[src/assert_macros.svh]
// ----------------------------------------------------------------------------
// assert_macros.svh
// Assertion shorthands for the box blur RTL.
// ----------------------------------------------------------------------------
`ifndef ASSERT_MACROS_SVH
`define ASSERT_MACROS_SVH

// Same-cycle implication, sampled on clk, off during rst
`define BBR_ASSERT_IMP(label, a, c) \
  label: assert property (@(posedge clk) disable iff (rst) (a) |-> (c)) \
    else $error("box blur assertion failed");

// Next-cycle implication, sampled on clk, off during rst
`define BBR_ASSERT_NXT(label, a, c) \
  label: assert property (@(posedge clk) disable iff (rst) (a) |=> (c)) \
    else $error("box blur assertion failed");

`endif

[src/bbr_pkg.sv]
// ----------------------------------------------------------------------------
// bbr_pkg
// Types, sizes and constants shared by the box blur modules.
// ----------------------------------------------------------------------------
package bbr_pkg;

  localparam int MAX_WIDTH   = 1024;
  localparam int MAX_HEIGHT  = 1024;
  localparam int COL_W       = 10;
  localparam int ROW_W       = 10;
  localparam int DIM_W       = 11;
  localparam int RAD_W       = 3;
  localparam int SLOT_W      = 5;               // row slots in the line store
  localparam int LS_AW       = SLOT_W + COL_W;
  localparam int LS_DEPTH    = 1 << LS_AW;
  localparam int PIX_W       = 24;
  localparam int CNT_W       = 21;              // linear pixel index, up to W*H
  localparam int LAG_W       = 14;              // r*W + r
  localparam int SUM_W       = 16;              // 225 * 255 fits
  localparam int RECIP_W     = 25;
  localparam int RECIP_SHIFT = 24;
  localparam int PROD_W      = SUM_W + RECIP_W;
  localparam int JOBQ_DEPTH  = 4;
  localparam int JOBQ_AW     = 2;

  // Register indexes
  localparam logic [1:0] REG_WIDTH  = 2'd0;
  localparam logic [1:0] REG_HEIGHT = 2'd1;
  localparam logic [1:0] REG_RADIUS = 2'd2;

  // Input item kinds
  localparam logic CMD_PIXEL = 1'b0;
  localparam logic CMD_DRAIN = 1'b1;

  typedef struct packed {
    logic [DIM_W-1:0] width;
    logic [DIM_W-1:0] height;
    logic [RAD_W-1:0] radius;
  } cfg_t;

  // One output pixel to compute
  typedef struct packed {
    logic [ROW_W-1:0] row;
    logic [COL_W-1:0] col;
    logic             last;
  } job_t;

  typedef struct packed {
    logic             en;
    logic [LS_AW-1:0] addr;
    logic [PIX_W-1:0] data;
  } wr_req_t;

  // ceil(2^24 / (2r+1)^2): exact floor division for sums below 2^24/(2r+1)^2
  function automatic logic [RECIP_W-1:0] recip(input logic [RAD_W-1:0] r);
    logic [RECIP_W-1:0] m;
    case (r)
      3'd0:    m = 25'd16777216;
      3'd1:    m = 25'd1864136;
      3'd2:    m = 25'd671089;
      3'd3:    m = 25'd342393;
      3'd4:    m = 25'd207127;
      3'd5:    m = 25'd138655;
      3'd6:    m = 25'd99274;
      3'd7:    m = 25'd74566;
      default: m = 25'd16777216;
    endcase
    return m;
  endfunction

endpackage

[src/bbr_queue.sv]
// ----------------------------------------------------------------------------
// bbr_queue
// Short job queue between the front and the window engine.
// ----------------------------------------------------------------------------
module bbr_queue (
  input  logic          clk,
  input  logic          rst,
  input  logic          push,
  input  bbr_pkg::job_t din,
  input  logic          pop,
  output bbr_pkg::job_t dout,
  output logic          full,
  output logic          empty
);

  bbr_pkg::job_t                 slots [bbr_pkg::JOBQ_DEPTH];
  logic [bbr_pkg::JOBQ_AW-1:0]   wr_ptr;
  logic [bbr_pkg::JOBQ_AW-1:0]   rd_ptr;
  logic [bbr_pkg::JOBQ_AW:0]     count;

  assign full  = (count == (bbr_pkg::JOBQ_AW+1)'(bbr_pkg::JOBQ_DEPTH));
  assign empty = (count == '0);
  assign dout  = slots[rd_ptr];

  // Storage
  always_ff @(posedge clk) begin
    if (push) begin
      slots[wr_ptr] <= din;
    end
  end

  // Pointers and fill level
  always_ff @(posedge clk) begin
    if (rst) begin
      wr_ptr <= '0;
      rd_ptr <= '0;
      count  <= '0;
    end else begin
      if (push) wr_ptr <= wr_ptr + 1'b1;
      if (pop)  rd_ptr <= rd_ptr + 1'b1;
      case ({push, pop})
        2'b10:   count <= count + 1'b1;
        2'b01:   count <= count - 1'b1;
        default: count <= count;
      endcase
    end
  end

endmodule

[config.mk]
export PLATFORM = sky130hd
export DESIGN_NAME = bbr_queue
export DESIGN_NICKNAME = d
export VERILOG_FILES = /design/src/assert_macros.svh /design/src/bbr_pkg.sv /design/src/bbr_queue.sv
export SDC_FILE = /design/constraint.sdc
export NUM_CORES = 1
export LEC_CHECK = 0
export BUFFER_PORTS_ARGS = -buffer_cell sky130_fd_sc_hd__buf_2
export CORE_UTILIZATION = 45
export DETAILED_ROUTE_END_ITERATION = 8
export PLACE_DENSITY = 0.61
export SLEW_MARGIN = 20
export SYNTH_ARGS = -nofsm -noshare
export SYNTH_HDL_FRONTEND = slang
export SYNTH_SLANG_ARGS = --single-unit
[constraint.sdc]
create_clock -name clk -period 2.3 [get_ports clk]
set_clock_uncertainty 0.2 [all_clocks]
set_input_delay 0.23 -clock clk [delete_from_list [all_inputs] [get_ports clk]]
set_output_delay 0.23 -clock clk [all_outputs]
set_load 0.02 [all_outputs]
==> flow_metrics.env <==
export IMPL_status="finished clean"
export IMPL_drt_pass1_iter_count=4
export IMPL_ios=48
export IMPL_crit_path_top_delay_cell="mux4_2"
export IMPL_p_leak_nw=1.53
export IMPL_overflow=0
export IMPL_routabilityCongestion=0.605
export IMPL_cap_violations=0
export IMPL_crit_type="flip-flop to primary output"
export IMPL_multi_input_area_um2=704
export IMPL_clkSlewWorstSetupHoldPaths_ps=90
export IMPL_final_core_util=0.588
export IMPL_clock_latency_ps=350
export IMPL_start_util=0.473
export IMPL_routedWlPerCell_um=16.8
export IMPL_cp_slowest_stage_delay_ps=530
export IMPL_setup_tns_ps=0
export IMPL_clock_sinks=93
export IMPL_syn_area_mm2=0.00347
export IMPL_ant_nets=0
export IMPL_die_area_mm2=0.00806
export IMPL_setup_viol=0
export IMPL_cp_arrival_ps=1730
export IMPL_slew_headroom=0.292
export IMPL_grt_usage=0.156
export IMPL_portBuffers=47
export IMPL_ir_drop_v=0.000344
export IMPL_cts_post_setup_buffers_inserted=0
export IMPL_die_h_um=89.8
export IMPL_cp_max_fo=9
export IMPL_ys_seq_area_frac=0.780
export IMPL_grt_setup_unrepaired="no"
export IMPL_cts_tree="done"
export IMPL_drt_wl_total_um=5810
export IMPL_syn_avg_cell_area_um2=22.2
export IMPL_ys_ff_latch=93
export IMPL_final_common_cell="edfxtp_1"
export IMPL_fillCellCount=545
export IMPL_area_growth_pct=24.4
export IMPL_place_inst=306
export IMPL_clock_root_buffer="clkbuf_8"
export IMPL_drv_slew=0
export IMPL_fin_nets=272
export IMPL_drc=0
export IMPL_antenna_found_initial=0
export IMPL_fin_ws_ps=135
export IMPL_fin_crit_sh=0.941
export IMPL_reg2reg_depth=3
export IMPL_final_cell_mix="edfxtp_1 (84), buf_2 (47), dlygate4sd3_1 (23)"
export IMPL_tightest_slew_ps=1060
export IMPL_route_vias_total=1710
export IMPL_synth_cells=156
export IMPL_die_x_um=89.8
export IMPL_core_area_mm2=0.00733
export IMPL_p_per_area_mw_per_mm2=833
export IMPL_grt_pass1_wl_um=9340
export IMPL_rows=31
export IMPL_regArea_mm2=0.00271
export IMPL_crit_path_start_kind="flip-flop"
export IMPL_synth_fp_nets=187
export IMPL_grt_start_max_net_pins=22
export IMPL_drtIter0Drc=65
export IMPL_holdCritPathClass="input pin to flip-flop"
export IMPL_fmax_mhz=462
export IMPL_finalNonFillerCells=345
export IMPL_viasPerCell=4.96
export IMPL_finalHoldViolCount=0
export IMPL_cp_required_ps=1870
export IMPL_synth_cell_types=21
export IMPL_detailedPlacementHpwl_um=3760
export IMPL_h_tree_depth=3
export IMPL_clock_path_buffers=2
export IMPL_path_cells="buf_4, mux4_2, buf_2"
export IMPL_drive_gt1_frac=0.374
export IMPL_endpoint_kind="primary output"
export IMPL_pre_cts_slack_ps=233
export IMPL_grt_pass1_vias=1855
export IMPL_diodes=0
export IMPL_yosys_warnings=0
export IMPL_final_min_clock_period_ps=2160
export IMPL_hold_depth=3
export IMPL_cts_inserted_buffers=9
registers in the layout, indices dropped and copies added (netlist names), named ones only:
name    flops
rd_ptr      2
count       3
wr_ptr      2
slots      84
critical path: cells and delay by family (launching register included):
family,cells,cell delay [ps]
buffers and inverters,2,410
flip-flops,1,460
multiplexers,1,530
final cells by class:
cell class              count  area share
well taps                  99      0.0287
clock buffers              10      0.0296
multi-input cells          52       0.163
flip-flops and latches     93       0.628
inverters                   6     0.00522
clock inverters             6      0.0220
repair buffers             79       0.124
cell usage after synthesis:
library cell / number / area [µm²]
a21oi_1: 2 / 10.0
and2_1: 4 / 25.0
and3_1: 1 / 6.26
buf_2: 2 / 10.0
buf_6: 2 / 22.5
clkbuf_1: 1 / 3.75
dfxtp_1: 9 / 180
edfxtp_1: 84 / 2520
fa_1: 1 / 20.0
ha_1: 5 / 62.6
inv_1: 6 / 22.5
mux2i_1: 1 / 10.0
mux4_1: 1 / 26.3
mux4_2: 20 / 450
nand2_1: 1 / 3.75
nor2_1: 8 / 30.0
nor3_1: 1 / 5.00
o21ai_0: 1 / 5.00
or3_1: 1 / 6.26
xnor2_1: 2 / 17.5
xor2_1: 3 / 26.3
power breakdown:
group | switching, mW | leakage (nW) | internal [mW]
Combinational | 0.243 | 0.570 | 0.207
Clock | 0.549 | 0.111 | 0.622
Sequential | 0.0389 | 0.846 | 1.93
per-stage QoR:
stage                     cell area [µm²]  hold slack [ps]  total power, mW
after floorplan                      3470              129             2.28
after global placement               3860              241             2.41
after detailed placement             3860              248             2.43
after CTS                            4310             4.30             3.62
after global routing                 4310             10.1             3.72
final                                4310             15.4             3.59
final timing paths:
kind | startpoint | slack [ps] | endpoint
worst min register to register | count[2] | 330 | count[2]
worst min-delay path | push | 20 | wr_ptr[0]
worst max register to register | wr_ptr[0] | 270 | slots[2][8]
worst max-delay path | flip-flop | 140 | dout[11]
layer usage:
metal  vias up  track usage  wire length [µm]
met5         -            0                 0
met4         0       0.0710                70
met3         6       0.0330               189
met2        41        0.265              2970
met1       871        0.191              2590
li1        792            -                 -
repair_timing:
action | CTS | global route
endpoints found under the setup margin | 1 | 0
endpoints found under the hold margin | 93 | 0
gates resized for setup | 1 | 0
hold buffers | 23 | 0
cell families (layout without fill, tap and decap cells):
logic type / after synthesis / count (layout) / synth area share
DFF: 93 / 93 / 0.780
muxes: 22 / 22 / 0.140
and+or+nand+nor: 16 / 16 / 0.0220
buffers and inverters: 11 / 101 / 0.0170
adders and majority gates: 6 / 6 / 0.0238
xor gates and xnor gates: 5 / 5 / 0.0126
AOI/OAI and AO/OA: 3 / 3 / 0.00433
No activity file was read; power rests on OpenSTA's default activity.
