[src/assert_macros.svh]
// ----------------------------------------------------------------------------
// assert_macros.svh
// Assertion shorthands for the box blur RTL.
// ----------------------------------------------------------------------------
`ifndef ASSERT_MACROS_SVH
`define ASSERT_MACROS_SVH

// Same-cycle implication, sampled on clk, off during rst
`define BBR_ASSERT_IMP(label, a, c) \
  label: assert property (@(posedge clk) disable iff (rst) (a) |-> (c)) \
    else $error("box blur assertion failed");

// Next-cycle implication, sampled on clk, off during rst
`define BBR_ASSERT_NXT(label, a, c) \
  label: assert property (@(posedge clk) disable iff (rst) (a) |=> (c)) \
    else $error("box blur assertion failed");

`endif

[src/bbr_pkg.sv]
// ----------------------------------------------------------------------------
// bbr_pkg
// Types, sizes and constants shared by the box blur modules.
// ----------------------------------------------------------------------------
package bbr_pkg;

  localparam int MAX_WIDTH   = 1024;
  localparam int MAX_HEIGHT  = 1024;
  localparam int COL_W       = 10;
  localparam int ROW_W       = 10;
  localparam int DIM_W       = 11;
  localparam int RAD_W       = 3;
  localparam int SLOT_W      = 5;               // row slots in the line store
  localparam int LS_AW       = SLOT_W + COL_W;
  localparam int LS_DEPTH    = 1 << LS_AW;
  localparam int PIX_W       = 24;
  localparam int CNT_W       = 21;              // linear pixel index, up to W*H
  localparam int LAG_W       = 14;              // r*W + r
  localparam int SUM_W       = 16;              // 225 * 255 fits
  localparam int RECIP_W     = 25;
  localparam int RECIP_SHIFT = 24;
  localparam int PROD_W      = SUM_W + RECIP_W;
  localparam int JOBQ_DEPTH  = 4;
  localparam int JOBQ_AW     = 2;

  // Register indexes
  localparam logic [1:0] REG_WIDTH  = 2'd0;
  localparam logic [1:0] REG_HEIGHT = 2'd1;
  localparam logic [1:0] REG_RADIUS = 2'd2;

  // Input item kinds
  localparam logic CMD_PIXEL = 1'b0;
  localparam logic CMD_DRAIN = 1'b1;

  typedef struct packed {
    logic [DIM_W-1:0] width;
    logic [DIM_W-1:0] height;
    logic [RAD_W-1:0] radius;
  } cfg_t;

  // One output pixel to compute
  typedef struct packed {
    logic [ROW_W-1:0] row;
    logic [COL_W-1:0] col;
    logic             last;
  } job_t;

  typedef struct packed {
    logic             en;
    logic [LS_AW-1:0] addr;
    logic [PIX_W-1:0] data;
  } wr_req_t;

  // ceil(2^24 / (2r+1)^2): exact floor division for sums below 2^24/(2r+1)^2
  function automatic logic [RECIP_W-1:0] recip(input logic [RAD_W-1:0] r);
    logic [RECIP_W-1:0] m;
    case (r)
      3'd0:    m = 25'd16777216;
      3'd1:    m = 25'd1864136;
      3'd2:    m = 25'd671089;
      3'd3:    m = 25'd342393;
      3'd4:    m = 25'd207127;
      3'd5:    m = 25'd138655;
      3'd6:    m = 25'd99274;
      3'd7:    m = 25'd74566;
      default: m = 25'd16777216;
    endcase
    return m;
  endfunction

endpackage

[src/bbr_back.sv]
// ----------------------------------------------------------------------------
// bbr_back
// Window engine: scans the window in the line store, averages, outputs.
// ----------------------------------------------------------------------------
module bbr_back (
  input  logic                      clk,
  input  logic                      rst,
  input  bbr_pkg::cfg_t             cfg,
  input  bbr_pkg::job_t             q_dout,
  input  logic                      q_empty,
  output logic                      pop,
  output logic                      rd_en,
  output logic [bbr_pkg::LS_AW-1:0] rd_addr,
  input  logic [bbr_pkg::PIX_W-1:0] rd_data,
  output logic                      m_tvalid,
  input  logic                      m_tready,
  output logic [23:0]               m_tdata,
  output logic                      m_tlast,
  output logic                      back_idle
);

  typedef enum logic [4:0] {
    S_IDLE = 5'b00001,
    S_SCAN = 5'b00010,
    S_TAIL = 5'b00100,
    S_MUL  = 5'b01000,
    S_OUT  = 5'b10000
  } state_t;

  state_t                      state, state_next;
  logic [bbr_pkg::ROW_W-1:0]   k, k_hi, row_lo, row_hi;
  logic [bbr_pkg::COL_W-1:0]   l, l_lo, l_hi, col_lo, col_hi;
  logic [bbr_pkg::DIM_W-1:0]   row_sum, col_sum, h_max, w_max;
  logic [bbr_pkg::SUM_W-1:0]   acc_r, acc_g, acc_b;
  logic [bbr_pkg::PROD_W-1:0]  prod_r, prod_g, prod_b;
  logic [bbr_pkg::RECIP_W-1:0] m_recip;
  logic                        rd_vld, job_last;

  assign back_idle = (state == S_IDLE);
  assign pop       = (state == S_IDLE) && !q_empty;
  assign rd_en     = (state == S_SCAN);
  assign rd_addr   = {k[bbr_pkg::SLOT_W-1:0], l};
  assign m_recip   = bbr_pkg::recip(cfg.radius);

  // Window bounds clipped to the frame
  assign h_max   = cfg.height - 1'b1;
  assign w_max   = cfg.width - 1'b1;
  assign row_sum = {1'b0, q_dout.row} + bbr_pkg::DIM_W'(cfg.radius);
  assign col_sum = {1'b0, q_dout.col} + bbr_pkg::DIM_W'(cfg.radius);
  assign row_lo  = (q_dout.row >= bbr_pkg::ROW_W'(cfg.radius))
                 ? q_dout.row - bbr_pkg::ROW_W'(cfg.radius) : '0;
  assign col_lo  = (q_dout.col >= bbr_pkg::COL_W'(cfg.radius))
                 ? q_dout.col - bbr_pkg::COL_W'(cfg.radius) : '0;
  assign row_hi  = (row_sum > h_max) ? h_max[bbr_pkg::ROW_W-1:0]
                                     : row_sum[bbr_pkg::ROW_W-1:0];
  assign col_hi  = (col_sum > w_max) ? w_max[bbr_pkg::COL_W-1:0]
                                     : col_sum[bbr_pkg::COL_W-1:0];

  // Next state
  always_comb begin
    state_next = state;
    case (state)
      S_IDLE: if (!q_empty) state_next = S_SCAN;
      S_SCAN: if (l == l_hi && k == k_hi) state_next = S_TAIL;
      S_TAIL: state_next = S_MUL;
      S_MUL:  state_next = S_OUT;
      S_OUT:  if (!m_tvalid || m_tready) state_next = S_IDLE;
      default: state_next = S_IDLE;
    endcase
  end

  always_ff @(posedge clk) begin
    if (rst) begin
      state  <= S_IDLE;
      rd_vld <= 1'b0;
    end else begin
      state  <= state_next;
      rd_vld <= rd_en;
    end
  end

  // Scan counters and channel sums (red in the low byte of a store entry)
  always_ff @(posedge clk) begin
    if (pop) begin
      k        <= row_lo;
      k_hi     <= row_hi;
      l        <= col_lo;
      l_lo     <= col_lo;
      l_hi     <= col_hi;
      job_last <= q_dout.last;
      acc_r    <= '0;
      acc_g    <= '0;
      acc_b    <= '0;
    end else begin
      if (state == S_SCAN) begin
        if (l == l_hi) begin
          l <= l_lo;
          k <= k + 1'b1;
        end else begin
          l <= l + 1'b1;
        end
      end
      if (rd_vld) begin
        acc_r <= acc_r + bbr_pkg::SUM_W'(rd_data[7:0]);
        acc_g <= acc_g + bbr_pkg::SUM_W'(rd_data[15:8]);
        acc_b <= acc_b + bbr_pkg::SUM_W'(rd_data[23:16]);
      end
    end
  end

  // Divide by the full (2r+1)^2 window size through its reciprocal
  always_ff @(posedge clk) begin
    if (state == S_MUL) begin
      prod_r <= acc_r * m_recip;
      prod_g <= acc_g * m_recip;
      prod_b <= acc_b * m_recip;
    end
  end

  // Output register
  always_ff @(posedge clk) begin
    if (rst) begin
      m_tvalid <= 1'b0;
    end else if (state == S_OUT && (!m_tvalid || m_tready)) begin
      m_tvalid <= 1'b1;
    end else if (m_tready) begin
      m_tvalid <= 1'b0;
    end
  end

  always_ff @(posedge clk) begin
    if (state == S_OUT && (!m_tvalid || m_tready)) begin
      m_tdata <= {prod_b[bbr_pkg::RECIP_SHIFT+7:bbr_pkg::RECIP_SHIFT],
                  prod_g[bbr_pkg::RECIP_SHIFT+7:bbr_pkg::RECIP_SHIFT],
                  prod_r[bbr_pkg::RECIP_SHIFT+7:bbr_pkg::RECIP_SHIFT]};
      m_tlast <= job_last;
    end
  end

endmodule
[config.mk]
export PLATFORM = sky130hd
export DESIGN_NAME = bbr_back
export DESIGN_NICKNAME = d
export VERILOG_FILES = /design/src/assert_macros.svh /design/src/bbr_pkg.sv /design/src/bbr_back.sv
export SDC_FILE = /design/constraint.sdc
export NUM_CORES = 2
export LEC_CHECK = 0
export BUFFER_PORTS_ARGS = -buffer_cell sky130_fd_sc_hd__buf_2
export CORE_ASPECT_RATIO = 0.8
export CORE_MARGIN = 4
export CORE_UTILIZATION = 35
export CTS_CLUSTER_SIZE = 30
export DETAILED_ROUTE_END_ITERATION = 16
export GPL_TIMING_DRIVEN = 0
export PLACE_DENSITY = 0.57
export SLEW_MARGIN = 40
export SYNTH_ARGS = -nofsm -noshare
export SYNTH_HDL_FRONTEND = slang
export SYNTH_SLANG_ARGS = --single-unit
[constraint.sdc]
create_clock -name clk -period 8.7 [get_ports clk]
set_clock_uncertainty 0.15 [all_clocks]
set_input_delay 1.305 -clock clk [delete_from_list [all_inputs] [get_ports clk]]
set_output_delay 1.305 -clock clk [all_outputs]
set_load 0.01 [all_outputs]
==> results_dict.tcl <==
set metrics [dict create \
    async_flop_share_pct 0 \
    timing_hold_violations_final 0 \
    cts_buffers 17 \
    fin_cells 5733 \
    path_common_cell "fa_1" \
    cp.arrival_ps 8630 \
    root_buffer "clkbuf_16" \
    yosysWarnings 0 \
    status "completed" \
    reg2reg_from "acc_r[7]" \
    hpwl_um 109000 \
    synth-seq-area-share_pct 10.9 \
    final_core_util_pct 38.7 \
    area.growth.synth_to_final_pct 9.36 \
    syn_area_per_cell_um2 9.11 \
    hold-path-endpoint "m_tdata[10]" \
    hp-class "flop to flop" \
    wl_per_cell_um 23.0 \
    io_buffers 113 \
    start_kind "input pin" \
    setup_tns_ps 0 \
    firstDrtPassIters 6 \
    hold_start "prod_g[26]" \
    synth_ff_type "edfxtp_1" \
    worst_setup_path_end_kind "flop" \
    grt_start_max_net_pins 23 \
    vias 28858 \
    drc 0 \
    rsz0062_at_grt "yes" \
    yosysUniqueCellTypes 68 \
    fin_nets 5463 \
    report.final.slew_viol_count 0 \
    reg2reg_depth 22 \
    drt-vias-per-instance 5.03 \
    r2r-end "prod_r[31]" \
    core_mm2 0.107 \
    cts_tree "built" \
    rows 107 \
    regToRegSetupSlack_ps 1320 \
    clock.fmax_mhz 117 \
    grt_overflow 0 \
    cts_buffer_depth 2 \
    grt_pass1_wl_um 199000 \
    drive_gt1_share_pct 7.31 \
    ir_drop_uv 149 \
    min_period_ps 8550 \
    post-place-ws_ps -2270 \
    powerDensity_mw_per_mm2 62.5 \
    synth_nets 5313 \
    track_usage_pct 23.8 \
    final_area_mm2 0.0413 \
    worst_slew_pin_slew_ps 940 \
    synthCells 4146 \
    grt_pass1_vias 30306 \
    start_util_pct 35.4 \
    crit_slowest_cell "fa_1" \
    cp.required_ps 8770 \
    insertion_delay_ps 500 \
    cpPeakStageDelay_ps 620 \
    hold_buffers 0 \
    die_height_um 302 \
    cts.sinks 155 \
    worstSetupPathType "input pin to flop" \
    syn_area_mm2 0.0378 \
    power.leakage_nw 20.5 \
    synth_edf_count 100 \
    slew_headroom_pct 37.3 \
    routed_wl_um 132000 \
    drt-initial-drc-count 2545 \
    antenna_found_initial 12 \
    die_x_um 375 \
    finalSetupViolCount 0 \
    detail-route-antenna-nets 0 \
    h-tree-depth 4 \
    layout_setup_ws_ps 146 \
    ys_ff_latch 155 \
    hold-path-cell-count 0 \
    placed_cells 5680 \
    period_share_pct 98.3 \
    path_clk_slew_ps 70 \
    maxCapViolations 0 \
    postPlaceCellArea_mm2 0.0403 \
    place_congestion 0.995 \
    path_max_fanout 10 \
    dieArea_mm2 0.113 \
    ios 118 \
]
synth_stat cells (all sizes together) (6+ instances only):
library cell	number	share of area, %
inv	1004	10
fa	790	42
nand2	503	5.0
ha	303	10
and2	253	4.2
clkbuf	178	1.8
nor2	153	1.5
edfxtp	100	7.9
xnor2	89	2.1
nand3	75	0.99
a21oi	74	1.0
o21ai	72	0.97
xor2	64	1.5
nand2b	62	1.0
dfxtp	55	2.9
nor2b	49	0.82
mux2i	46	1.2
and3	44	0.73
nor3	26	0.34
a21o	21	0.42
buf	19	0.28
nand4	18	0.30
a211oi	17	0.36
or3	14	0.23
o21bai	11	0.24
nor4	10	0.17
o21a	10	0.20
o22ai	10	0.18
a21boi	8	0.16
o211ai	7	0.15
or2	6	0.099
report_power, final:
part           switching, W  total [W]  internal [W]
combinational      0.000624   0.000929      0.000304
clock              0.000389   0.000775      0.000386
sequential        0.0000460   0.000880      0.000834
cell usage in the layout, fill, tap and decap left out, drive strengths merged, types with 21 or more instances in the layout:
cell,n
o21ai,72
nor3,26
edfxtp,100
nand2b,62
a21oi,74
and3,44
mux2i,46
xnor2,89
fa,790
clkbuf,168
dfxtp,55
nand3,75
xor2,64
nor2b,49
a21o,21
buf,177
nand2,503
nor2,153
inv,1010
and2,253
ha,303
worst max-delay path, delay by kind of cell:
| family | cells | cell delay (ps) |
|---|---|---|
| AOI/OAI and AO/OA | 7 | 1400 |
| xor gates and xnor gates | 1 | 120 |
| adders and majority gates | 8 | 3670 |
| buffers and inverters | 9 | 1940 |
| and+or+nand+nor | 1 | 150 |
cell type report:
class                           instances  area [um^2]
Inverter                             1005         3780
Antenna cell                            7         17.5
Buffer                                195         1000
Sequential cell                       155         4100
Tap cell                             1417         1770
Timing Repair Buffer                  133          769
Multi-Input combinational cell       2789        29300
Fill cell                           10910        65500
Clock buffer                           17          425
Clock inverter                         15          169
per-stage QoR:
step           power [W]  hold WS (ps)
2_1_floorplan    0.00140           250
3_3_place_gp     0.00177           252
3_5_place_dp     0.00178           255
4_1_cts          0.00258           272
5_1_grt          0.00272           279
6_report         0.00258           269
registers in the layout (all words and copies together), names as in the netlist:
| register | flops |
|---|---|
| job_last | 1 |
| prod_r | 8 |
| m_tdata | 24 |
| m_tlast | 1 |
| k_hi | 10 |
| l_lo | 10 |
| acc_g | 16 |
| state | 5 |
| l | 10 |
| acc_b | 16 |
| acc_r | 16 |
| l_hi | 10 |
| prod_b | 8 |
| rd_vld | 1 |
| m_tvalid | 1 |
| k | 10 |
| prod_g | 8 |
worst max-delay path by stage:
stage / startpoint / to / slack (ps) / cells past startpoint
CTS: cfg[1] / prod_r[31] / 8 / 25
detailed placement: cfg[2] / prod_g[29] / -2270 / 26
finish: cfg[0] / prod_r[31] / 150 / 26
global route: cfg[1] / prod_r[31] / -10 / 28
global placement: cfg[2] / prod_b[31] / -3080 / 27
floorplan: cfg[1] / prod_r[31] / 570 / 28
logic make-up (layout without fill, tap and decap cells):
group / after synthesis / after routing / share of synthesized area, %
simple gates: 1233 / 1233 / 15.9
buf+inv: 1202 / 1365 / 12.0
fa+ha+maj: 1093 / 1093 / 51.9
compound gates: 263 / 263 / 4.55
flops: 155 / 155 / 10.9
xor+xnor: 153 / 153 / 3.55
mux: 47 / 47 / 1.25
other cells: 0 / 7 / 0
repair_timing:
item                       4_1_cts  5_1_grt
setup endpoints to repair       24       17
pin swaps                        6        3
gates resized for setup         55       83
buffers inserted                11        4
per-layer routing:
| metal | GRT usage, % | vias to the layer above | share of wire, % |
|---|---|---|---|
| met1 | 34.0 | 14498 | 44 |
| met2 | 34.5 | 1409 | 41 |
| met3 | 7.61 | 247 | 12 |
| li1 | - | 12696 | - |
| met4 | 6.94 | 8 | 3.2 |
| met5 | 0 | - | 0.034 |
(Power assumes the default switching activity.)
