**config.mk**
```make
export PLATFORM = sky130hd
export DESIGN_NAME = bbr_ram
export DESIGN_NICKNAME = d
export VERILOG_FILES = /design/src/assert_macros.svh /design/src/bbr_ram.sv
export SDC_FILE = /design/constraint.sdc
export NUM_CORES = 1
export LEC_CHECK = 0
export BUFFER_PORTS_ARGS = -buffer_cell sky130_fd_sc_hd__buf_2
export CORE_AREA = 2 2 106 108
export DETAILED_ROUTE_END_ITERATION = 10
export DIE_AREA = 0 0 108 110
export PLACE_DENSITY = 0.68
export SYNTH_ARGS = -nofsm -noshare
export SYNTH_HDL_FRONTEND = slang
export SYNTH_SLANG_ARGS = --single-unit
```
**constraint.sdc**
```tcl
create_clock -name clk -period 2.1 [get_ports clk]
set_clock_uncertainty 0.2 [all_clocks]
set_input_delay 0.315 -clock clk [delete_from_list [all_inputs] [get_ports clk]]
set_output_delay 0.315 -clock clk [all_outputs]
set_load 0.005 [all_outputs]
```
**src/assert_macros.svh**
```systemverilog
// ----------------------------------------------------------------------------
// assert_macros.svh
// Assertion shorthands for the box blur RTL.
// ----------------------------------------------------------------------------
`ifndef ASSERT_MACROS_SVH
`define ASSERT_MACROS_SVH

// Same-cycle implication, sampled on clk, off during rst
`define BBR_ASSERT_IMP(label, a, c) \
  label: assert property (@(posedge clk) disable iff (rst) (a) |-> (c)) \
    else $error("box blur assertion failed");

// Next-cycle implication, sampled on clk, off during rst
`define BBR_ASSERT_NXT(label, a, c) \
  label: assert property (@(posedge clk) disable iff (rst) (a) |=> (c)) \
    else $error("box blur assertion failed");

`endif

```
**src/bbr_ram.sv**
```systemverilog
// ----------------------------------------------------------------------------
// bbr_ram
// Generic simple dual-port RAM, one write and one registered read port.
// ----------------------------------------------------------------------------
module bbr_ram #(
  parameter int WIDTH = 8,
  parameter int DEPTH = 16
) (
  input  logic                     clk,
  input  logic                     we,
  input  logic [$clog2(DEPTH)-1:0] waddr,
  input  logic [WIDTH-1:0]         wdata,
  input  logic                     re,
  input  logic [$clog2(DEPTH)-1:0] raddr,
  output logic [WIDTH-1:0]         rdata
);

  logic [WIDTH-1:0] mem [DEPTH];

  always_ff @(posedge clk) begin
    if (we) begin
      mem[waddr] <= wdata;
    end
    if (re) begin
      rdata <= mem[raddr];
    end
  end

endmodule

```
==> qor.txt, run 1 <==
Clock transition at path regs: 0.06 ns
Worst reg2reg endpoint: rdata[4]$_DFFE_PP_
Core Area: 10700 sq um
Worst Hold Slack: 0.164 ns
Mapped Area: 5230 sq um
Setup crit start: mem[8][4]$_DFFE_PP_
Synth cell types: 18
Clock Sinks: 136
H-tree depth reported by CTS: 4
Commonest cells after routing, fill and taps aside: edfxtp_1, buf_2, buf_4
First-pass GRT wire length: 15200 um
Max Cap Violations: 0
GPL Wtd Cong: 0.700
Die ar.: 11900 sq um
Largest net degree at the start of global routing: 17
Post-Place Cell Area: 5710 sq um
CP Data Arrival Time: 1.80 ns
Maximum vdd drop: 424 uV
Die Y: 110 um
Pwr/cell area: 1000 nW/um^2
Adder-cell share of the synthesized area: 0%
Max-slew violation count: 0
Nets: 320
Setup TNS: 0 ns
Tmin final: 1.75 ns
DP HPWL: 6400 um
Status: finished, final reports clean
ANT nets after route: 0
R2r startpoint: mem[8][4]$_DFFE_PP_
Mapped Nets: 248
Worst setup path end: rdata[4]$_DFFE_PP_
Rows: 38
Gr usage total: 18.7%
Clk_lat worst skew: 0.51 ns
FF-to-FF setup slack: 0.35 ns
Bufs on Longest Clock Path: 2
Avg WL per Cell: 21.9 um
Setup Fix Bufs, Post-CTS: 0
RSZ-0062 raised after global routing: false
Simple-Gate Fraction of Synth Area: 3.14%
Buffers added on ports: 26
Synth top area cells: edfxtp_1, mux4_2, mux4_1, a22oi_1, nor2_1
CP Capture Type: register
Final worst-path cycle share: 83.4%
Num CTS Buffers: 17
Vias in the first global route: 2594
Worst reg2reg path depth: 3
Dominant cell type by area after synthesis: edfxtp_1
Synth Area in XOR/XNOR: 0%
Final Cell Area: 6420 sq um
Sequential area share after synthesis: 78.1%
Final setup vio count: 0
DR iter-0 viols: 175
Drt pass-1 iters: 5
TritonCTS clock tree: built
Max_slew headroom: 73.0%
Initial antenna violation count: 0
Antenna diodes: 0
DRC Markers: 0
Final Hold Fails: 0
Max Freq: 571 MHz
Largest family of logic cells by synthesized area: multiplexers
Post-synthesis mux area share: 14.8%
Ports: 27
DR vias: 2493
Mapped Avg Cell Area: 22.8 sq um
Total wire length: 9930 um
Top-area cell type share of the netlist area: 78.1%
Actual slew at the worst max-slew pin: 0.405 ns
Compound-Gate Fraction of Synth Area: 2.30%
Fillers: 785
Pleak: 2.22 nW
Yosys Warn Count: 0
Required time of the critical path: 2.15 ns
Clock root buffer: clkbuf_8
Setup CP Type: reg2reg
Crit-path max FO: 1
Gr ovfl total: 0
Syn-to-layout area delta: 22.8%
Commonest non-fill, non-tap cell in the layout: edfxtp_1
Die extent in x: 108 um
Ratio of cells with drive above 1 in the final layout: 32.8%
CP startpoint kind: register
Hold Path Class: in2reg
FF+latch count, synth: 136
Vias per std cell: 5.49
Starting density of the core: 48.9%
Post-synthesis instance total: 229
-- power breakdown --
| part | total, W | internal (W) | switching [W] | leakage [nW] |
|---|---|---|---|---|
| logic | 0.000304 | 0.000143 | 0.000161 | 0.676 |
| registers | 0.00308 | 0.00306 | 0.0000158 | 1.24 |
| clock network | 0.00307 | 0.00203 | 0.00104 | 0.306 |
-- metrics by stage --
step	std cells	total power [W]	worst slack (ns)	util [%]
final	454	0.00645	0.348	60.0
after floorplan	229	0.00328	0.0921	-
after detailed placement	413	0.00343	-0.0230	53.3
after global routing	454	0.00666	0.292	60.0
after CTS	454	0.00651	0.340	60.0
after global placement	413	0.00342	-0.0410	53.3
-- layer usage --
layer | track usage (%) | share of wire, % | vias to the layer above
li1 | - | - | 1126
met5 | 0 | 0 | -
met4 | 7.42 | 1.4 | 0
met2 | 30.8 | 52 | 76
met1 | 24.8 | 41 | 1281
met3 | 4.06 | 5.3 | 10
-- cell families (layout without fill, tap and decap cells) --
family / after synthesis / in the layout
compound gates: 16 / 16
mux: 32 / 32
simple gates: 35 / 35
flops: 136 / 136
buf+inv: 10 / 95
-- cell type report --
class	instances	area [sq um]	area share, %
clock buffers	17	414	6.45
clock inverters	15	208	3.24
multi-input cells	83	1060	16.5
flip-flops and latches	136	4080	63.6
well taps	140	175	2.73
repair buffers	63	480	7.49
-- cell usage after synthesis, drive strengths merged --
cell	count
nor3	4
nand2b	2
nand2	9
edfxtp	136
a22oi	16
nand3	1
and2b	1
nor2	13
clkdlybuf4s25	3
and2	1
nor2b	1
nand3b	2
buf	7
mux4	32
or3b	1
-- critical path, stage by stage (launching register included) --
cell and delay, ns:
edfxtp_1 0.37, mux4_1 0.50, a22oi_1 0.34, nand2_1 0.09
-- flip-flops by register name, summed over array words and instances, names as in the netlist --
signal,flops
mem,128
rdata,8
-- how the worst min path moves through the flow --
stage / cells after the start / slack (ns) / start / end
2_1_floorplan: 0 / 0.21 / wdata[0] / mem[0][0]$_DFFE_PP_
3_3_place_gp: 1 / 0.50 / wdata[5] / mem[6][5]$_DFFE_PP_
3_5_place_dp: 1 / 0.51 / rdata[2]$_DFFE_PP_ / rdata[2]
4_1_cts: 3 / 0.14 / waddr[0] / mem[4][6]$_DFFE_PP_
5_1_grt: 3 / 0.17 / waddr[0] / mem[0][6]$_DFFE_PP_
6_report: 3 / 0.16 / waddr[0] / mem[4][1]$_DFFE_PP_
-- what timing repair did --
item	CTS	global route
hold buffers	9	0
hold endpoints to repair	136	0
resized for setup	0	0
No activity file was read; power rests on OpenSTA's default activity.
==> inputs of run 2 (changes only) <==
--- a/config.mk
+++ b/config.mk
@@ -9,7 +9,7 @@
 export CORE_AREA = 2 2 106 108
 export DETAILED_ROUTE_END_ITERATION = 10
 export DIE_AREA = 0 0 108 110
-export PLACE_DENSITY = 0.68
+export PLACE_DENSITY = 0.66
 export SYNTH_ARGS = -nofsm -noshare
 export SYNTH_HDL_FRONTEND = slang
 export SYNTH_SLANG_ARGS = --single-unit
==> constraint.sdc (replaced) <==
create_clock -name clk -period 1.81 [get_ports clk]
set_clock_uncertainty 0.2 [all_clocks]
set_input_delay 0.2715 -clock clk [delete_from_list [all_inputs] [get_ports clk]]
set_output_delay 0.2715 -clock clk [all_outputs]
set_load 0.005 [all_outputs]
==> qor.txt, run 2 (synthesis gave the netlist of run 1 again) <==
DR iter-0 viols: 173
Core Area: 10700 sq um
Actual slew at the worst max-slew pin: 0.674 ns
RSZ-0062 raised after global routing: false
Rows: 38
Pleak: 2.21 nW
GPL Wtd Cong: 0.797
Syn-to-layout area delta: 23.0%
Largest net degree at the start of global routing: 17
Gr ovfl total: 0
Max Freq: 580 MHz
Total chip power: 0.00743 W
Setup Fix Bufs, Post-CTS: 0
Required time of the critical path: 1.87 ns
Final worst-path cycle share: 95.2%
Pwr/cell area: 1160 nW/um^2
Maximum vdd drop: 496 uV
Max reg flops: 128
Hold Path Class: in2reg
Total wire length: 9790 um
Final Hold Fails: 0
Final WS setup: 0.0867 ns
Num CTS Buffers: 17
Commonest cells after routing, fill and taps aside: edfxtp_1, buf_2, buf_4
Avg WL per Cell: 21.5 um
Clk_lat worst skew: 0.51 ns
DRC Markers: 0
Max-slew violation count: 0
Nets: 322
DR vias: 2521
DP HPWL: 6430 um
Final setup vio count: 0
Ratio of cells with drive above 1 in the final layout: 33.9%
Drt pass-1 iters: 4
CP Capture Type: register
H-tree depth reported by CTS: 4
Max_slew headroom: 54.9%
Buffers added on ports: 26
Starting density of the core: 48.9%
Setup CP Type: reg2reg
Setup TNS: 0 ns
Clock root buffer: clkbuf_8
Clock transition at path regs: 0.06 ns
Pre-CTS WS: -0.295 ns
Die extent in x: 108 um
Ports: 27
Die Y: 110 um
Status: finished, final reports clean
Commonest non-fill, non-tap cell in the layout: edfxtp_1
Vias in the first global route: 2633
Bufs on Longest Clock Path: 2
Biggest regs: mem (128), rdata (8)
Vias per std cell: 5.53
Tmin final: 1.72 ns
Crit-path max FO: 1
Initial antenna violation count: 0
CP Data Arrival Time: 1.78 ns
CP startpoint kind: register
ANT nets after route: 0
Max Cap Violations: 0
Register with the most flip-flops: mem
Die ar.: 11900 sq um
Fillers: 774
Gr usage total: 18.2%
Clock Sinks: 136
First-pass GRT wire length: 15100 um
TritonCTS clock tree: built
Antenna diodes: 0
-- run 2: cell count changes in the layout (fill, tap and decap cells not counted), sizes merged --
cell	change
buf	+2
bufinv	-1
clkinv	-3
clkinvlp	+2
inv	+2
-- run 2: critical path, stage by stage (launching register included) --
cell	delay [ns]
edfxtp_1	0.37
mux4_1	0.55
a22oi_1	0.27
nand2_1	0.08
-- run 2: final timing paths --
| check | start | endpoint | slack [ns] | depth (start not counted) |
|---|---|---|---|---|
| worst max-delay path | mem[5][1]$_DFFE_PP_ | rdata[1]$_DFFE_PP_ | 0.09 | 3 |
| worst min register to register | mem[13][1]$_DFFE_PP_ | rdata[1]$_DFFE_PP_ | 0.55 | 3 |
| worst min-delay path | waddr[0] | mem[0][1]$_DFFE_PP_ | 0.11 | 3 |
| worst max register to register | mem[5][1]$_DFFE_PP_ | rdata[1]$_DFFE_PP_ | 0.09 | 3 |
-- run 2: area by class of cell --
cell class | count | area, sq um | area share, %
Multi-Input combinational cell | 83 | 1060 | 16.5
Clock inverter | 15 | 200 | 3.11
Tap cell | 140 | 175 | 2.72
Timing Repair Buffer | 65 | 495 | 7.70
Clock buffer | 17 | 414 | 6.44
Sequential cell | 136 | 4080 | 63.5
-- run 2: report_power, final --
part	total [W]	internal, W	switching [W]
Clock	0.00351	0.00224	0.00127
Sequential	0.00356	0.00355	0.0000161
Combinational	0.000359	0.000170	0.000189
-- run 2: layer usage --
layer	global-route usage (%)	up-vias	part of all wire (%)
met2	30.4	80	51
met1	23.6	1303	42
met5	0	-	0
met3	4.17	9	5.8
li1	-	1129	-
met4	7.05	0	1.1
-- run 2: what timing repair did --
action                                 4_1_cts  5_1_grt
endpoints found under the hold margin      136        0
hold buffers                                 9        0
resized for setup                            0        0
-- run 2: per-stage QoR --
stage	area (sq um)	hold slack (ns)	utilization (%)	std cells
after floorplan	5230	0.170	-	229
after global placement	5730	0.435	53.5	415
after detailed placement	5730	0.445	53.5	415
after CTS	6430	0.0892	60.1	456
after global routing	6430	0.106	60.1	456
final	6430	0.115	60.1	456
==> inputs of run 3 (changes only) <==
--- a/config.mk
+++ b/config.mk
@@ -5,11 +5,13 @@
 export SDC_FILE = /design/constraint.sdc
 export NUM_CORES = 1
 export LEC_CHECK = 0
+export ABC_AREA = 1
 export BUFFER_PORTS_ARGS = -buffer_cell sky130_fd_sc_hd__buf_2
-export CORE_AREA = 2 2 106 108
+export CORE_AREA = 2 2 112 114
 export DETAILED_ROUTE_END_ITERATION = 10
-export DIE_AREA = 0 0 108 110
+export DIE_AREA = 0 0 114 116
 export PLACE_DENSITY = 0.66
 export SYNTH_ARGS = -nofsm -noshare
 export SYNTH_HDL_FRONTEND = slang
 export SYNTH_SLANG_ARGS = --single-unit
+export TNS_END_PERCENT = 5
==> qor.txt, run 3 <==
Status: finished, final reports clean
TritonCTS clock tree: built
R2r startpoint: mem[5][1]$_DFFE_PP_
Final Hold Fails: 0
Setup CP Type: reg2out
Clk_lat worst skew: 0.42 ns
Crit path buffers/inverters: 1
Post-CTS sizing: 0
Psw: 0.00147 W
Nets: 614
FF-to-FF setup slack: 0.45 ns
Avg WL per Cell: 17.6 um
ANT nets after route: 0
Sw Share: 21.5%
Crit-path slowest cell: edfxtp_1
Max Freq: 682 MHz
Required time of the critical path: 1.34 ns
Pleak: 2.91 nW
Largest net degree at the start of global routing: 65
Mapped Nets: 570
Clock transition at path regs: 0.06 ns
Biggest regs: mem (128), rdata (8)
Setup TNS: 0 ns
Core Area: 11900 sq um
Crit-path max FO: 1
Buffers added on ports: 26
GPL Wtd Cong: 0.845
Ratio of cells with drive above 1 in the final layout: 12.1%
CP startpoint kind: register
Crit-path leading delay family: flip-flops
Worst reg2reg path depth: 6
Commonest cells after routing, fill and taps aside: nand2_1, edfxtp_1, inv_1
Bufs on Longest Clock Path: 2
H-tree depth reported by CTS: 4
Syn-to-layout area delta: 14.5%
Max Cap Violations: 0
DRC Markers: 0
Max-slew violation count: 0
Final Core Density: 56.2%
Die Y: 116 um
Worst path max stage delay: 0.42 ns
Count leader, synth: nand2_1
FF+latch count, synth: 136
Clock network power share: 41.5%
WP depth: 1
Combinational power share: 6.4%
Rows: 40
CP Data Arrival Time: 0.99 ns
Max_slew headroom: 58.3%
Max reg flops: 128
Vias in the first global route: 3825
Top-area cell type share of the netlist area: 69.8%
Setup crit start: rdata[5]$_DFFE_PP_
Ports: 27
Pwr/cell area: 1020 nW/um^2
Synth cell types: 11
Top FF cell, synth: edfxtp_1
Num CTS Buffers: 17
Setup Fix Bufs, Post-CTS: 0
Post-synth top cells: nand2_1, edfxtp_1, inv_1
Drt pass-1 iters: 5
Critical-path cell list: buf_2
Min-Delay Startpoint: re
Dominant cell type by area after synthesis: edfxtp_1
Hold-fix buffers, CTS: 0
Asr flop ratio synth: 0%
Post-synthesis instance total: 551
Mapped Area: 5850 sq um
Actual slew at the worst max-slew pin: 0.625 ns
CP Capture Type: primary output
Storage cell area: 4080 sq um
Sequential group share of total power: 52.1%
Gr usage total: 21.6%
Total chip power: 0.00686 W
Commonest non-fill, non-tap cell in the layout: nand2_1
Final worst-path cycle share: 81.0%
Worst reg2reg endpoint: rdata[1]$_DFFE_PP_
Vias per std cell: 5.24
Internal power: 0.00538 W
Yosys Warn Count: 0
Die extent in x: 114 um
Post-synth EDFFs: 136
DR iter-0 viols: 375
First-pass GRT wire length: 20600 um
Maximum vdd drop: 674 uV
Fillers: 1016
Clock root buffer: clkbuf_16
DP HPWL: 7920 um
Clock Sinks: 136
Synth top area cells: edfxtp_1, nand2_1, nand3_1, inv_1, buf_6
Worst setup path end: rdata[5]
Register with the most flip-flops: mem
Sequential area share after synthesis: 69.8%
Die ar.: 13200 sq um
Mapped Avg Cell Area: 10.6 sq um
RSZ-0062 raised after global routing: false
Gr ovfl total: 0
DR vias: 3940
Final setup vio count: 0
Area occupied by multi-input gates: 1210 sq um
Total wire length: 13200 um
Initial antenna violation count: 0
Tmin final: 1.47 ns
Hold Path Class: in2reg
Starting density of the core: 49.1%
Antenna diodes: 0
## run 3: cell types whose count changed after synthesis, moves of 2 or more
cell             before  now
buf_4                 1    4
buf_6                 3    6
inv_1                 0  100
nand3_1               1   97
mux4_1               14    0
nor2_1               13   17
buf_2                 3   13
mux4_2               18    0
a22oi_1              16    0
nand2b_1              2    0
nand2_1               9  173
clkdlybuf4s25_2       3    0
nor3_1                4    0
inv_2                 0    2
## run 3: kinds of logic after synthesis
logic type | after synthesis | synth area share, %
DFF | 136 | 69.8
buffers and inverters | 126 | 9.39
and+or+nand+nor | 289 | 20.8
## run 3: power groups by stage
stage	Sequential [W]	Clock (W)	Combinational, W
3_5_place_dp	0.00363	0	0.000433
6_report	0.00357	0.00285	0.000437
5_1_grt	0.00358	0.00302	0.000484
2_1_floorplan	0.00363	0	0.000249
3_3_place_gp	0.00363	0	0.000427
4_1_cts	0.00357	0.00289	0.000438
## run 3: worst min path at each step
stage	end	cells after the start	slack, ns
after floorplan	mem[0][0]$_DFFE_PP_	0	0.17
after global placement	rdata[7]$_DFFE_PP_	1	0.46
after detailed placement	rdata[7]$_DFFE_PP_	1	0.45
after CTS	rdata[5]$_DFFE_PP_	1	0.02
after global routing	rdata[5]$_DFFE_PP_	1	0.02
final	rdata[5]$_DFFE_PP_	1	0.03
## run 3: layout make-up
type / instances / share of cell area [%]
Clock inverter: 7 / 0.486
Tap cell: 147 / 2.75
Timing Repair Buffer: 49 / 5.27
Multi-Input combinational cell: 289 / 18.1
Clock buffer: 22 / 6.64
Sequential cell: 136 / 61.0
Inverter: 102 / 5.72
## run 3: layer usage
layer	vias to the layer above	wire, um	track usage [%]	share of wire (%)
met3	22	853	5.49	6.5
met5	-	0	0	0
met4	0	286	10.3	2.2
met1	1915	5680	28.9	43
li1	1864	-	-	-
met2	139	6400	33.6	48
## run 3: through the flow
stage          instances  cell area [sq um]  hold slack [ns]  worst slack, ns
2_1_floorplan        551               5850            0.170            0.388
3_3_place_gp         723               6220            0.456           0.0300
3_5_place_dp         723               6220            0.449           0.0420
4_1_cts              752               6690           0.0170            0.335
5_1_grt              752               6690           0.0151            0.325
6_report             752               6690           0.0294            0.344
